===== src/sv/ptgc_pkg.sv =====
`timescale 1ns / 1ps
// Package for the pixel to grid cell projector.
// Holds the register indexes, datapath widths and the configuration struct.
// No dependencies.
package ptgc_pkg;

    localparam int COL_W = 10;
    localparam int ROW_W = 9;
    localparam int CFG_IDX_W = 3;
    localparam int CFG_DATA_W = 24;
    localparam int SCALE_W = 24;
    localparam int TRIG_W = 16;
    localparam int OFS_W = 24;
    localparam int GRID_W = 13;
    localparam int INDEX_W = 24;
    localparam int CELL_W = 16;

    // Pixel offsets from the region edge; covers region sizes up to 4096.
    localparam int PX_W = 14;
    // trig times pixel offset
    localparam int MUL1_W = TRIG_W + PX_W;
    // times the zero-extended scale
    localparam int MUL2_W = MUL1_W + SCALE_W + 1;
    // Q.30 ground coordinate with headroom for the sum of two products
    localparam int FRAC_W = 30;
    localparam int GSUM_W = MUL2_W + 1;
    localparam int RND_W = GSUM_W - FRAC_W;
    localparam int OFS_SHIFT = 22;

    typedef enum logic [CFG_IDX_W-1:0] {
        REG_SCALE_FORWARD = 3'd0,
        REG_SCALE_SIDE    = 3'd1,
        REG_COS_YAW       = 3'd2,
        REG_SIN_YAW       = 3'd3,
        REG_OFFSET_X      = 3'd4,
        REG_OFFSET_Y      = 3'd5,
        REG_GRID_WIDTH    = 3'd6,
        REG_GRID_HEIGHT   = 3'd7
    } reg_index_t;

    typedef struct packed {
        logic        [SCALE_W-1:0] scale_forward;
        logic        [SCALE_W-1:0] scale_side;
        logic signed [TRIG_W-1:0]  cos_yaw;
        logic signed [TRIG_W-1:0]  sin_yaw;
        logic signed [OFS_W-1:0]   offset_x;
        logic signed [OFS_W-1:0]   offset_y;
        logic        [GRID_W-1:0]  grid_width;
        logic        [GRID_W-1:0]  grid_height;
    } cfg_t;

endpackage


===== src/sv/ptgc_quant.sv =====
`timescale 1ns / 1ps
// Rounding, saturation, grid bounds check and flat index: two register stages.
// Depends on ptgc_pkg.
module ptgc_quant (
    input  logic                                clk,
    input  logic                                rst_n,
    input  ptgc_pkg::cfg_t                      cfg,
    input  logic                                in_valid,
    input  logic signed [ptgc_pkg::GSUM_W-1:0]  gx,
    input  logic signed [ptgc_pkg::GSUM_W-1:0]  gy,
    output logic                                out_valid,
    output logic [ptgc_pkg::INDEX_W-1:0]        cell_index,
    output logic                                in_bounds,
    output logic signed [ptgc_pkg::CELL_W-1:0]  cell_forward,
    output logic signed [ptgc_pkg::CELL_W-1:0]  cell_lateral
);
    import ptgc_pkg::*;

    localparam logic signed [RND_W-1:0] CELL_MAX = RND_W'(32767);
    localparam logic signed [RND_W-1:0] CELL_MIN = -RND_W'(32768);
    localparam logic [GSUM_W-1:0] HALF = GSUM_W'(1) << (FRAC_W - 1);

    // Half away from zero: add one half, or one half less one LSB for negative
    // values, then shift arithmetically.
    function automatic logic signed [CELL_W-1:0] round_sat(logic signed [GSUM_W-1:0] v);
        logic signed [GSUM_W-1:0] t;
        logic signed [RND_W-1:0]  r;
        t = v + $signed(HALF - GSUM_W'(v[GSUM_W-1]));
        r = t[GSUM_W-1:FRAC_W];
        if (r > CELL_MAX)
            r = CELL_MAX;
        else if (r < CELL_MIN)
            r = CELL_MIN;
        return r[CELL_W-1:0];
    endfunction

    logic                     v4_reg, v5_reg;
    logic signed [CELL_W-1:0] cf_reg, cl_reg, cf_next, cl_next;
    logic signed [CELL_W-1:0] fwd_out_reg, lat_out_reg;
    logic [INDEX_W-1:0]       index_reg, index_next;
    logic                     ok_reg, ok_next;
    logic [2*GRID_W-1:0]      row_base;
    logic [2*GRID_W-1:0]      flat;

    always_comb
    begin
        cf_next = round_sat(gx);
        cl_next = round_sat(gy);

        ok_next = !cf_reg[CELL_W-1] && !cl_reg[CELL_W-1]
                && ({1'b0, cf_reg[CELL_W-2:0]} < CELL_W'(cfg.grid_height))
                && ({1'b0, cl_reg[CELL_W-2:0]} < CELL_W'(cfg.grid_width));
        // Inside the grid both coordinates fit in the grid field width.
        row_base = cf_reg[GRID_W-1:0] * cfg.grid_width;
        flat = row_base + {{GRID_W{1'b0}}, cl_reg[GRID_W-1:0]};
        index_next = ok_next ? flat[INDEX_W-1:0] : '0;
    end

    always_ff @(posedge clk or negedge rst_n)
    begin
        if (!rst_n)
        begin
            v4_reg <= 1'b0;
            v5_reg <= 1'b0;
        end
        else
        begin
            v4_reg <= in_valid;
            v5_reg <= v4_reg;
        end
    end

    always_ff @(posedge clk)
    begin
        cf_reg      <= cf_next;
        cl_reg      <= cl_next;
        ok_reg      <= ok_next;
        index_reg   <= index_next;
        fwd_out_reg <= cf_reg;
        lat_out_reg <= cl_reg;
    end

    assign out_valid    = v5_reg;
    assign cell_index   = index_reg;
    assign in_bounds    = ok_reg;
    assign cell_forward = fwd_out_reg;
    assign cell_lateral = lat_out_reg;

endmodule


===== config.mk =====
export PLATFORM = sky130hd
export DESIGN_NAME = ptgc_quant
export DESIGN_NICKNAME = d
export VERILOG_FILES = /design/src/sv/ptgc_pkg.sv /design/src/sv/ptgc_quant.sv
export SDC_FILE = /design/constraint.sdc
export NUM_CORES = 1
export LEC_CHECK = 0
export ABC_AREA = 0
export CORE_ASPECT_RATIO = 0.75
export CORE_MARGIN = 2
export CORE_UTILIZATION = 55
export DETAILED_ROUTE_END_ITERATION = 8
export DONT_BUFFER_PORTS = 1
export GPL_ROUTABILITY_DRIVEN = 0
export PLACE_DENSITY = 0.7
export SLEW_MARGIN = 20
export SYNTH_ARGS = -nofsm -noshare
export SYNTH_HDL_FRONTEND = slang
export SYNTH_SLANG_ARGS = --single-unit

===== constraint.sdc =====
create_clock -name clk -period 7.9 [get_ports clk]
set_input_delay 0.79 -clock clk [delete_from_list [all_inputs] [get_ports clk]]
set_output_delay 0.79 -clock clk [all_outputs]
set_load 0.005 [all_outputs]

==> results.txt <==
The placed wire-length estimate after detailed placement came out at roughly 21000 um. The leakage component of the power is around 5.6 nW. Gates resized during post-CTS repair numbered 0.

The cell row count came out at 44. At the later pin of the worst-skew pair, clock insertion delay measures around 0.35 ns. The number of levels in the clock H-tree came out at 3. The total routing usage reported by global routing is between 20 and 30%.

After layout, the minimum clock period comes to about 6.7 ns. The number of enable-type register cells in the synthesized netlist is 0. The maximum fanout along the worst path came out at 15. Setup violations remaining at the end of the flow were counted as 0. The floorplan step set the die width to around 170 um. The headroom to the max-slew limit is about 45%. The max-slew violation total from the final report came to 0.

The clock sink count came out at 91. The post-detailed-routing wire length is 25100 um. The boundary pin count came out at 327. Clock tree synthesis selected as its root buffer the cell clkbuf_16. The critical path is of the flop to flop type. The count of hold buffers inserted by post-cts repair is 0.

Counting cells, the worst reg-to-reg path comes to 22. The total iterations of the first detailed-routing run came out at 4. The number of warnings reported in the yosys synthesis log is 0. Synthesis handed over a netlist of approximately 1200 instances. The clock-pin slew on the worst setup and hold paths came out at ~0.070 ns. Relative to the synthesized area, the layout overhead comes to 4.62%. The max-cap check violation count is 0. The detailed router's first-iteration violation count is between 300 and 400. The measured slew at the worst slew-check pin is ~0.83 ns. The number of flip-flops under the largest register name came out at 24. The detail route stage leaves a number of antenna-violating nets equal to 0. The netlist area before placement came out at approximately 0.011 sq mm. The post-route DRC violation count is 0. The leading register cell type out of synthesis is dfxtp_1.

The data arrival at the endpoint of the critical path came out at 6.90 ns. The final worst clock skew is about 0.0060 ns. The run finished with clean final reports.

The commonest cells after synthesis are inv_1 (187), ha_1 (161), fa_1 (129), nand2_1 (128), dfxtp_1 (89). The endpoint identified for the worst register-to-register timing path is cell_index[22]. At the end of the flow, the number of nets in the layout was 1734. The class of the tightest hold or removal check is input pin to async pin. The detail-routed net length per standard cell is ~17 um. The TritonCTS clock tree is yes. STA classifies the critical path startpoint as a flop.

The total nets after synthesis came out at approximately 1800. The maximum achievable frequency came out at between 150 and 200 MHz. The nature of the critical path endpoint is a flop.

The initial antenna violation count was 1. The netlist uses between 60 and 70 different library cells. The post-synthesis sequential area ratio is 17.1%. The cell total after placement is roughly 1400.

The number of fillers in the final layout is 1748. The register-to-register path setup slack came out at between 1 and 1.5 ns. The total congestion overflow is 0.

The per-cell via count in the routed design is 5.45. The CTS buffer count came out at 9. In this run the standard cell core region covers roughly 0.019 sq mm. The number of failing hold endpoints at the final stage is 0. In this run, synthesis produced a sequential element count of between 90 and 100. In the post-synthesis netlist, the biggest area contributors are fa_1 (24%), ha_1 (19%), dfxtp_1 (17%). Yosys instantiated no cell more often than inv_1. The average size of a mapped cell came out at 8.96 sq um. At the worst endpoint, the required time is 8.13 ns.

The worst vdd rail ir drop came out at ~0.46 mV. The die covers 0.0207 sq mm. The number of standard cells in the layout, taps in and fillers out is between 1000 and 1500.

The number of vias in the routed layout came out at between 7000 and 8000. The largest buffer count on any clock path came out at 2. Of the post-synthesis cell area, the dominant cell type holds ~24%. Setup repair after global routing left no endpoint under its margin. The fraction of the cycle the final worst path needs is 84.3%. The number of buffers inserted to repair setup after CTS is 0.

From bottom edge to top edge, the die measures between 100 and 150 um. The initial standard-cell utilization of the core is 55.7%. The pin count of the biggest net entering global routing came out at 32. Setup total negative slack on the finished layout was measured at 0 ns. The via count of the first global-routing pass came out at between 8000 and 9000. The wire length of the first global-routing pass came out at a little over 40000 um. The library cell with the largest summed area after synthesis is fa_1.

In the synthesized netlist the async set-or-reset flop fraction comes to 2.20%. The share of the core filled with cells is 58.3%. In the final layout, the share of cells above drive strength 1 is ~3.2%. The count of input and output buffers is 0.

The worst register-to-register path begins at cf_reg[5]. In this run the power density over the cells is 442 mW/mm^2.
==> per-layer routing <==
layer  global-route usage, %  up-vias  share of wire (%)
met5                       0        -                  0
met2                    40.3      238                 44
met4                    5.53        0                1.7
met3                    9.19       22                9.5
li1                        -     3855                  -
met1                    34.8     3689                 45
==> layout make-up <==
cell class	count	area [sq um]	area share [%]
multi-input combinational	885	8050	71.7
clock inverter	5	87.6	0.780
timing repair buffer	1	7.51	0.0669
tap	253	317	2.82
inverter	187	702	6.25
antenna	1	2.50	0.0223
clock buffer	10	229	2.04
sequential	91	1830	16.3
==> stage by stage <==
step                hold slack [ns]  setup WS [ns]  power, mW  instance area, sq um
global placement              0.334           1.20       4.46                 10900
floorplan                     0.331           1.60       3.80                 10700
detailed placement            0.342           1.07       4.52                 10900
global route                  0.114          0.898       5.62                 11200
CTS                           0.114           1.25       5.03                 11200
finish                        0.128           1.24       4.97                 11200
==> power by group <==
group / leakage, nW / total, mW / switching [mW] / internal [mW]
Sequential: 0.764 / 0.525 / 0.0403 / 0.484
Combinational: 4.64 / 3.97 / 2.15 / 1.82
Clock: 0.151 / 0.470 / 0.191 / 0.278
==> worst max-delay path by stage <==
stage	startpoint	endpoint	slack [ns]	depth (start not counted)
2_1_floorplan	cfg[16]	cell_index[23]	1.60	25
3_3_place_gp	cfg[16]	cell_index[22]	1.20	22
3_5_place_dp	cfg[16]	cell_index[22]	1.07	22
4_1_cts	cf_reg[5]	cell_index[22]	1.25	22
5_1_grt	cf_reg[5]	cell_index[22]	0.90	22
6_report	cf_reg[5]	cell_index[22]	1.24	22
==> cell families (layout without fill, tap and decap cells) <==
group	after synthesis	in the layout	synth area share [%]
and+or+nand+nor	367	367	16.9
buffers and inverters	222	203	7.95
DFF	91	91	17.1
xor gates and xnor gates	55	55	4.56
muxes	1	1	0.0933
adders and majority gates	290	290	42.8
other	0	1	0
AOI/OAI and AO/OA	172	172	10.6
==> worst max-delay path: stages (launching register included) <==
cell and delay (ns):
dfxtp_1 0.52, and2_1 0.27, fa_1 0.54, inv_1 0.06, fa_1 0.52, inv_1 0.06, fa_1 0.50, inv_1 0.05
fa_1 0.47, inv_1 0.05, fa_1 0.53, inv_1 0.05, fa_1 0.50, inv_1 0.04, ha_1 0.38, and3_1 0.22
a31oi_1 0.25, a21oi_1 0.17, a221o_1 0.37, a2111oi_0 0.65, o21bai_1 0.15, xnor2_1 0.16, nor2_1 0.05
==> placed cells by master, fill, tap and decap left out, types with 4 or more instances in the layout <==
master	n
nor2_1	52
dfxtp_1	89
o21ai_1	21
o31ai_1	4
o21a_1	7
nor3_1	16
o21ai_2	12
nand3_1	28
ha_1	161
inv_1	187
nor2b_1	7
xnor2_1	31
clkbuf_16	9
a21oi_1	41
nand4_1	14
o21ai_0	23
xor2_1	23
nand2b_1	7
and3_1	9
a211oi_1	5
nor4_1	8
fa_1	129
and2_1	83
a21o_1	26
nand2_1	128
(Power assumes the default switching activity.)
