--- config.mk ---
export PLATFORM = sky130hd
export DESIGN_NAME = ptgc_cfg
export DESIGN_NICKNAME = d
export VERILOG_FILES = /design/src/sv/ptgc_pkg.sv /design/src/sv/ptgc_cfg.sv
export SDC_FILE = /design/constraint.sdc
export NUM_CORES = 1
export LEC_CHECK = 0
export ABC_CLOCK_PERIOD_IN_PS = 2480
export BUFFER_PORTS_ARGS = -buffer_cell sky130_fd_sc_hd__buf_2
export CORE_MARGIN = 5
export CORE_UTILIZATION = 41
export DETAILED_ROUTE_END_ITERATION = 16
export GPL_TIMING_DRIVEN = 1
export PLACE_DENSITY_LB_ADDON = 0.05
export SYNTH_ARGS = -nofsm -noshare
export SYNTH_HDL_FRONTEND = slang
export SYNTH_SLANG_ARGS = --single-unit
export TNS_END_PERCENT = 20
--- constraint.sdc ---
create_clock -name clk -period 2.48 [get_ports clk]
set_clock_uncertainty 0.15 [all_clocks]
set_input_delay 0.372 -clock clk [delete_from_list [all_inputs] [get_ports clk]]
set_output_delay 0.372 -clock clk [all_outputs]
set_load 0.005 [all_outputs]
--- src/sv/ptgc_pkg.sv ---
`timescale 1ns / 1ps
// Package for the pixel to grid cell projector.
// Holds the register indexes, datapath widths and the configuration struct.
// No dependencies.
package ptgc_pkg;

    localparam int COL_W = 10;
    localparam int ROW_W = 9;
    localparam int CFG_IDX_W = 3;
    localparam int CFG_DATA_W = 24;
    localparam int SCALE_W = 24;
    localparam int TRIG_W = 16;
    localparam int OFS_W = 24;
    localparam int GRID_W = 13;
    localparam int INDEX_W = 24;
    localparam int CELL_W = 16;

    // Pixel offsets from the region edge; covers region sizes up to 4096.
    localparam int PX_W = 14;
    // trig times pixel offset
    localparam int MUL1_W = TRIG_W + PX_W;
    // times the zero-extended scale
    localparam int MUL2_W = MUL1_W + SCALE_W + 1;
    // Q.30 ground coordinate with headroom for the sum of two products
    localparam int FRAC_W = 30;
    localparam int GSUM_W = MUL2_W + 1;
    localparam int RND_W = GSUM_W - FRAC_W;
    localparam int OFS_SHIFT = 22;

    typedef enum logic [CFG_IDX_W-1:0] {
        REG_SCALE_FORWARD = 3'd0,
        REG_SCALE_SIDE    = 3'd1,
        REG_COS_YAW       = 3'd2,
        REG_SIN_YAW       = 3'd3,
        REG_OFFSET_X      = 3'd4,
        REG_OFFSET_Y      = 3'd5,
        REG_GRID_WIDTH    = 3'd6,
        REG_GRID_HEIGHT   = 3'd7
    } reg_index_t;

    typedef struct packed {
        logic        [SCALE_W-1:0] scale_forward;
        logic        [SCALE_W-1:0] scale_side;
        logic signed [TRIG_W-1:0]  cos_yaw;
        logic signed [TRIG_W-1:0]  sin_yaw;
        logic signed [OFS_W-1:0]   offset_x;
        logic signed [OFS_W-1:0]   offset_y;
        logic        [GRID_W-1:0]  grid_width;
        logic        [GRID_W-1:0]  grid_height;
    } cfg_t;

endpackage

--- src/sv/ptgc_cfg.sv ---
`timescale 1ns / 1ps
// Configuration register file of the pixel to grid cell projector.
// Depends on ptgc_pkg.
module ptgc_cfg (
    input  logic                                clk,
    input  logic                                rst_n,
    input  logic                                cfg_we,
    input  logic [ptgc_pkg::CFG_IDX_W-1:0]      cfg_index,
    input  logic [ptgc_pkg::CFG_DATA_W-1:0]     cfg_wdata,
    output ptgc_pkg::cfg_t                      cfg
);
    import ptgc_pkg::*;

    cfg_t cfg_reg;
    cfg_t cfg_next;

    always_comb
    begin
        cfg_next = cfg_reg;
        if (cfg_we)
        begin
            case (reg_index_t'(cfg_index))
                REG_SCALE_FORWARD: cfg_next.scale_forward = cfg_wdata[SCALE_W-1:0];
                REG_SCALE_SIDE:    cfg_next.scale_side = cfg_wdata[SCALE_W-1:0];
                REG_COS_YAW:       cfg_next.cos_yaw = $signed(cfg_wdata[TRIG_W-1:0]);
                REG_SIN_YAW:       cfg_next.sin_yaw = $signed(cfg_wdata[TRIG_W-1:0]);
                REG_OFFSET_X:      cfg_next.offset_x = $signed(cfg_wdata[OFS_W-1:0]);
                REG_OFFSET_Y:      cfg_next.offset_y = $signed(cfg_wdata[OFS_W-1:0]);
                REG_GRID_WIDTH:    cfg_next.grid_width = cfg_wdata[GRID_W-1:0];
                REG_GRID_HEIGHT:   cfg_next.grid_height = cfg_wdata[GRID_W-1:0];
                default:           cfg_next = cfg_reg;
            endcase
        end
    end

    always_ff @(posedge clk or negedge rst_n)
    begin
        if (!rst_n)
        begin
            cfg_reg.scale_forward <= '0;
            cfg_reg.scale_side    <= '0;
            cfg_reg.cos_yaw       <= TRIG_W'(16384);
            cfg_reg.sin_yaw       <= '0;
            cfg_reg.offset_x      <= '0;
            cfg_reg.offset_y      <= '0;
            cfg_reg.grid_width    <= GRID_W'(1);
            cfg_reg.grid_height   <= GRID_W'(1);
        end
        else
        begin
            cfg_reg <= cfg_next;
        end
    end

    assign cfg = cfg_reg;

endmodule

==> results_dict.tcl, run 1 <==
set metrics [dict create \
    syn_nets 365 \
    worstSetupEndpointType "primary output" \
    yosys_warnings 0 \
    h-tree-depth 4 \
    ant_nets 0 \
    crit_required_ns 1.96 \
    num_rows 43 \
    antenna_found_initial 0 \
    seq_area_frac_synth 0.660 \
    ctsHoldBuffers 1 \
    cp_num_buf_inv 1 \
    cts.sinks 154 \
    synth-seq-cells 154 \
    initial_core_util 0.420 \
    core_area_sq_um 13900 \
    cpMaxStageDelayCell "dfstp_2" \
    n_antenna_cell 0 \
    die-height_um 129 \
    dieArea_sq_um 16800 \
    grt_max_degree 65 \
    power.density_nw_per_um2 973 \
    worstMarginPinSlew_ns 0.659 \
    wirelength_um 14100 \
    synth_fa_ha_area_frac 0 \
    grt_first_pass_wirelength_um 22000 \
    cts_max_path_buffers 2 \
    cts_root_buffer "clkbuf_16" \
    stdcell_count 722 \
    max_stage_delay_ns 0.53 \
    tritoncts "built" \
    gp_congestion 0.724 \
    io_buffers 183 \
    dp_hpwl_um 9710 \
    first_iter_violations 116 \
    grtUsageTotal 0.176 \
    fmax_mhz 629 \
    synth-compound-area-share 0 \
    hold_path_class "input pin to register" \
    cp.arrival_ns 1.07 \
    postCtsSetupBuffers 0 \
    place_inst 689 \
    fillers 1160 \
    cap_violations 0 \
    avgSynthCellArea_sq_um 17.5 \
    area_growth_pct 29.8 \
    crit_fanout 2 \
    setup_viol_count_final 0 \
    cts_buffers 17 \
    rsz0062_at_grt "no" \
    yosys.cell_types.count 12 \
    finalCritPeriodShare 0.641 \
    synth_top_family_by_area "multiplexers" \
    cp-start-kind "register" \
    die_w_um 129 \
    wl_per_cell_um 19.5 \
    synthCells 335 \
    cts_resized 0 \
    synth.mux.area_fraction 0.297 \
    grt_pass1_vias 3731 \
    drive_above_1_share 0.714 \
    setup_tns_ns 0 \
    syn_area_sq_um 5850 \
    clk_latency_ns 0.42 \
    cp_cell_sequence "buf_2" \
    clkTransAtPathRegs_ns 0.06 \
    ios 184 \
    p_leak_nw 3.63 \
    largest_register_ffs 154 \
    status "completed" \
    period_needed_ns 1.59 \
    final-hold-violation-count 0 \
    nNetsFinal 559 \
    worstSetupPathType "register to primary output" \
    synth-xor-area-share 0 \
    grt-ovfl-total 0 \
    slew_violations 0 \
    critical-path-top-delay-family "flip-flops" \
    synth-simple-area-share 0.0182 \
    drt-pass1-iter-count 4 \
    utilization 0.545 \
    drc_errors 0 \
    via_count 3568 \
    ir_worst_vdd_v 0.000556 \
    viasPerCell 4.94 \
    relSlewSlack 0.559 \
]
[per-layer routing]
| metal | vias up | global-route usage | routed length [um] |
|---|---|---|---|
| met3 | 13 | 0.0594 | 1010 |
| met1 | 1849 | 0.241 | 6340 |
| met5 | - | 0 | 0 |
| met4 | 0 | 0.0599 | 160 |
| met2 | 115 | 0.263 | 6550 |
| li1 | 1591 | - | - |
[layout by cell type (no fill, tap or decap), types with 2 or more instances in the layout]
cell	count
dfstp_2	3
clkbuf_8	2
clkinvlp_4	4
clkinv_4	4
clkbuf_16	17
nand4b_2	2
and4bb_2	3
buf_2	182
mux2_2	153
dfrtp_1	151
buf_12	3
bufinv_16	3
buf_4	7
[report_power, final]
| group | internal, mW | total, mW | switching, mW | leakage (nW) |
|---|---|---|---|---|
| sequential | 3.08 | 3.35 | 0.278 | 1.84 |
| combinational | 0.804 | 1.37 | 0.563 | 1.49 |
| clock | 1.64 | 2.66 | 1.02 | 0.292 |
[synth_stat cells]
master      n  area share
buf_2       9      0.0077
nor4b_4     1      0.0041
buf_4       2      0.0026
dfstp_2     3       0.013
buf_6       8       0.015
nand4b_2    2      0.0051
nand4_1     1      0.0011
mux2_1      1      0.0019
mux2_2    153        0.29
dfrtp_1   151        0.65
and4bb_2    3      0.0064
nand4b_1    1      0.0015
[cell families after synthesis]
| family | count (synthesis) |
|---|---|
| simple gates | 8 |
| buf+inv | 19 |
| flops | 154 |
| mux | 154 |
[cell type report]
| type | count | area (sq um) | share of cell area |
|---|---|---|---|
| Clock inverter | 13 | 169 | 0.0223 |
| Timing Repair Buffer | 194 | 1040 | 0.138 |
| Tap cell | 180 | 225 | 0.0297 |
| Sequential cell | 154 | 3860 | 0.508 |
| Clock buffer | 19 | 453 | 0.0597 |
| Multi-Input combinational cell | 162 | 1840 | 0.242 |
[final timing paths]
kind | startpoint | to | slack [ns] | cells after the start
setup / recovery | cfg[0] | cfg[0] | 0.89 | 1
hold / removal | cfg_wdata[21] | cfg[127] | 0.08 | 2
setup reg to reg | cfg[143] | cfg[143] | 1.54 | 1
hold reg to reg | cfg[46] | cfg[46] | 0.35 | 1
max in group asynchronous | rst_n | cfg[104] | 1.09 | 3
min in group asynchronous | rst_n | cfg[20] | 0.37 | 2
[stage by stage]
stage	power [mW]	setup slack [ns]	instance area [sq um]	hold slack, ns
after floorplan	3.96	0.756	5850	-0.0736
after global placement	4.77	0.528	6960	0.263
after detailed placement	4.82	0.455	6960	0.267
after CTS	7.51	0.866	7590	0.0584
after global routing	7.78	0.837	7590	0.0530
final	7.38	0.890	7590	0.0803
Power figures use the tool's default switching activity.
==> run 2, diff against run 1 <==
- ABC_CLOCK_PERIOD_IN_PS: 2480 -> 1510
- clock period: 2.48 -> 1.51 ns (I/O delays scaled with it)
==> run 2 against run 1 <==
Compared with the run above: clock power up 78%; first-iteration DRC count up 19%; register-to-register slack worse by 0.96 ns; global-route usage up 0.52 points; total power up 71%; combinational power up 74%; core utilization up 3.7 points; die area unchanged; worst hold slack worse by 0.055 ns; routed wire length up 2.7%; worst setup slack worse by 0.82 ns; critical endpoint is now cfg[13]; highest routed layer unchanged.
==> results_dict.tcl, run 2 (synthesis results as in run 1) <==
set metrics [dict create \
    cp_cell_sequence "buf_2" \
    slew_violations 0 \
    postCtsSetupBuffers 0 \
    power.density_nw_per_um2 1560 \
    initial_core_util 0.420 \
    cap_violations 0 \
    r2r_start "cfg[144]" \
    max_stage_delay_ns 0.54 \
    clk_latency_ns 0.41 \
    drc_errors 0 \
    viasPerCell 4.85 \
    worstSetupPathType "register to primary output" \
    cpMaxStageDelayCell "dfstp_2" \
    grtUsageTotal 0.181 \
    final_cell_mix "buf_2 (182), dfrtp_1 (151), mux2_2 (143), dlygate4sd3_1 (22), clkbuf_16 (17)" \
    cp_num_buf_inv 1 \
    setup_viol_count_final 0 \
    cts_buffers 17 \
    wirelength_um 14400 \
    period_needed_ns 1.44 \
    worstHoldStart "cfg_wdata[3]" \
    io_buffers 183 \
    fmax_mhz 694 \
    fin_area_sq_um 8100 \
    grt_first_pass_wirelength_um 22700 \
    crit_required_ns 1.13 \
    grt_max_degree 51 \
    final-hold-violation-count 0 \
    crit_fanout 2 \
    cts.sinks 154 \
    status "completed" \
    layout_commonest_cell "buf_2" \
    area_growth_pct 38.5 \
    ir_worst_vdd_v 0.000906 \
    grt-ovfl-total 0 \
    ant_nets 0 \
    hold_path_class "input pin to register" \
    cts_root_buffer "clkbuf_16" \
    drt-pass1-iter-count 4 \
    worstMarginPinSlew_ns 0.299 \
    h-tree-depth 4 \
    finalCritPeriodShare 0.955 \
    critical-path-top-delay-family "flip-flops" \
    cp.arrival_ns 1.07 \
    n_antenna_cell 0 \
    grt_pass1_vias 3919 \
    die_w_um 129 \
    ctsHoldBuffers 22 \
    ios 184 \
    drive_above_1_share 0.692 \
    tritoncts "built" \
    rsz0062_at_grt "no" \
    first_iter_violations 138 \
    startpoint "cfg[13]" \
    cp-start-kind "register" \
    timing.hold.ws_ns 0.0254 \
    dp_hpwl_um 10200 \
    die-height_um 129 \
    place_area_sq_um 7210 \
    antenna_found_initial 0 \
    setup_tns_ns 0 \
    clkTransAtPathRegs_ns 0.06 \
    largest_register_ffs 154 \
    p_leak_nw 3.87 \
    num_rows 43 \
    dieArea_sq_um 16800 \
    worstSetupEndpointType "primary output" \
    cts_max_path_buffers 2 \
    nNetsFinal 592 \
    cts_resized 0 \
    gp_congestion 0.765 \
    relSlewSlack 0.801 \
    via_count 3662 \
    wl_per_cell_um 19.1 \
    core_area_sq_um 13900 \
]
run 2: final cells by class:
type                    instances  area (sq um)
repair buffers                227          1470
fillers                      1172          5830
clock buffers                  20           447
clock inverters                12           220
well taps                     180           225
multi-input cells             162          1880
flip-flops and latches        154          3860
run 2: path summary, 6_finish.rpt:
check,endpoint,slack (ns),cells past startpoint
worst max register to register,cfg[144],0.58,1
worst min register to register,cfg[46],0.35,1
min in group asynchronous,cfg[84],0.11,2
max in group asynchronous,cfg[150],0.55,3
worst max-delay path,cfg[13],0.07,1
worst min-delay path,cfg[3],0.03,2
run 2: stage by stage:
stage | worst slack [ns] | power [mW] | cells | util
final | 0.0681 | 12.6 | 755 | 0.581
after global routing | 0.0183 | 13.3 | 755 | 0.581
after CTS | 0.0390 | 12.8 | 755 | 0.581
after detailed placement | -0.119 | 7.98 | 701 | 0.518
after global placement | -0.0712 | 7.89 | 701 | 0.518
after floorplan | -0.0540 | 6.55 | 335 | -
run 2: routing by layer:
metal	GRT usage	vias to the layer above	wire, um
met5	0	-	0
met4	0.0697	0	313
met2	0.274	120	6610
met1	0.242	1858	6320
met3	0.0610	23	1190
li1	-	1661	-
run 2: power breakdown:
part	internal (mW)	switching, mW	leakage (nW)
combinational	1.42	0.956	1.72
sequential	5.05	0.452	1.84
clock	3.14	1.60	0.312
==> run 3, diff against run 2 <==
- ABC_CLOCK_PERIOD_IN_PS: 1510 -> 1200
- clock period: 1.51 -> 1.2 ns (I/O delays scaled with it)
==> run 3 against run 2 <==
Compared with the run above: the run now ends with setup timing left; sequential power grew 26%; critical path depth is the same; critical endpoint is now cfg[104]; sequential share of layout area shrank 0.85 points; routed wire length grew 0.83%; largest power group unchanged; cell area grew 1.8%; largest cell class unchanged.
==> results_dict.tcl, run 3 (synthesis results as in run 1) <==
set metrics [dict create \
    status "finished, violations left" \
    violations "setup timing" \
    antenna_found_initial 0 \
    crit_fanout 2 \
    wirelength_um 14600 \
    cpMaxStageDelayCell "dfstp_2" \
    slew_violations 0 \
    setup_tns_ns -8.06 \
    fmax_mhz 727 \
    rsz0062_at_grt "yes" \
    n_antenna_cell 0 \
    cts_max_path_buffers 2 \
    layout_commonest_cell "buf_2" \
    dp_hpwl_um 10300 \
    cp_cell_sequence "buf_6" \
    core_area_sq_um 13900 \
    critical-path-top-delay-family "flip-flops" \
    worstSetupEndpointType "primary output" \
    ant_nets 0 \
    grtUsageTotal 0.182 \
    crit_required_ns 0.87 \
    max_stage_delay_ns 0.54 \
    area_growth_pct 41.0 \
    worstMarginPinSlew_ns 0.361 \
    hold_path_class "input pin to async pin" \
    drive_above_1_share 0.699 \
    utilization 0.592 \
    die-height_um 129 \
    grt_pass1_vias 4048 \
    h-tree-depth 4 \
    final_cell_mix "buf_2 (177), dfrtp_1 (151), mux2_2 (136), buf_4 (26), dlygate4sd3_1 (25)" \
    cp_num_buf_inv 1 \
    switching_power_mw 3.86 \
    power.density_nw_per_um2 1900 \
    nNetsFinal 611 \
    clock_power_share 0.354 \
    via_count 3702 \
    num_rows 43 \
    tritoncts "built" \
    worst_slack_ns -0.175 \
    relSlewSlack 0.759 \
    power.internal_mw 11.8 \
    setup_viol_count_final 154 \
    die_w_um 129 \
    clk_latency_ns 0.41 \
    worstSetupPathType "register to primary output" \
    drt-pass1-iter-count 4 \
    ir_worst_vdd_v 0.00115 \
    cts_root_buffer "clkbuf_16" \
    gp_congestion 0.738 \
    wl_per_cell_um 18.8 \
    ios 184 \
    io_buffers 183 \
    cts_buffers 17 \
    pwr-share-comb 0.204 \
    p_leak_nw 3.97 \
    initial_core_util 0.420 \
    switching_share 0.246 \
    grt-ovfl-total 0 \
    cp.arrival_ns 1.05 \
    drc_errors 0 \
    cp-start-kind "register" \
    grt_max_degree 33 \
    worst-r2r-cell-count 2 \
    viasPerCell 4.78 \
    largest_register_ffs 154 \
    met2_usage 0.283 \
    busiest_layer "met2" \
    first_iter_violations 123 \
    use_met3 0.0594 \
    final-hold-violation-count 0 \
    clkTransAtPathRegs_ns 0.06 \
    seq_power_share 0.442 \
    dieArea_sq_um 16800 \
    grt_first_pass_wirelength_um 22900 \
    cts.sinks 154 \
    total_power_mw 15.7 \
    period_needed_ns 1.38 \
    path_depth 1 \
    grtUsageMet1 0.242 \
    cap_violations 0 \
    finalCritPeriodShare 1.15 \
]
==> run 3: worst paths after layout <==
check,start,endpoint,slack (ns)
max,cfg[104],cfg[104],-0.18
min,rst_n,cfg[36],0.07
max reg2reg,cfg[150],cfg[150],0.13
min reg2reg,cfg[84],cfg[84],0.35
max in group asynchronous,rst_n,cfg[104],0.30
min in group clk,cfg_index[0],cfg[130],0.24
==> run 3: area by class of cell <==
class                      instances  area (sq um)
multi-input combinational        162          1910
clock inverter                    13           175
fill                            1142          5690
sequential                       154          3860
timing repair buffer             246          1640
tap                              180           225
clock buffer                      19           443
==> run 3: repair_timing <==
item                                   CTS  global route
gates cloned                             0             0
setup endpoints to repair              154           154
hold buffers                            25             0
endpoints found under the hold margin  307             0
buffers inserted                         7             4
resized for setup                        2             3
==> run 3: per-layer routing <==
layer  vias to the layer above  wire length (um)  share of wire
met5                         -                 0              0
met4                         0               200          0.014
met3                        18              1030          0.070
met2                       105              6870           0.47
met1                      1895              6460           0.44
li1                       1684                 -              -
==> run 3: through the flow <==
step / hold WS [ns] / setup WS (ns) / instances / area [sq um]
floorplan: -0.266 / -0.317 / 335 / 5940
global placement: -0.0503 / -0.335 / 706 / 7270
detailed placement: -0.0464 / -0.365 / 706 / 7270
CTS: 0.0758 / -0.203 / 770 / 8200
global route: 0.0983 / -0.216 / 774 / 8250
finish: 0.0739 / -0.175 / 774 / 8250
==> run 3: power by group through the flow <==
| stage | clock [mW] | combinational (mW) | sequential (mW) |
|---|---|---|---|
| after CTS | 5.68 | 3.23 | 6.95 |
| after global placement | 0 | 3.01 | 6.99 |
| after detailed placement | 0 | 3.06 | 7.03 |
| after global routing | 5.93 | 3.52 | 7.10 |
| after floorplan | 0 | 1.19 | 7.08 |
| final | 5.56 | 3.20 | 6.94 |
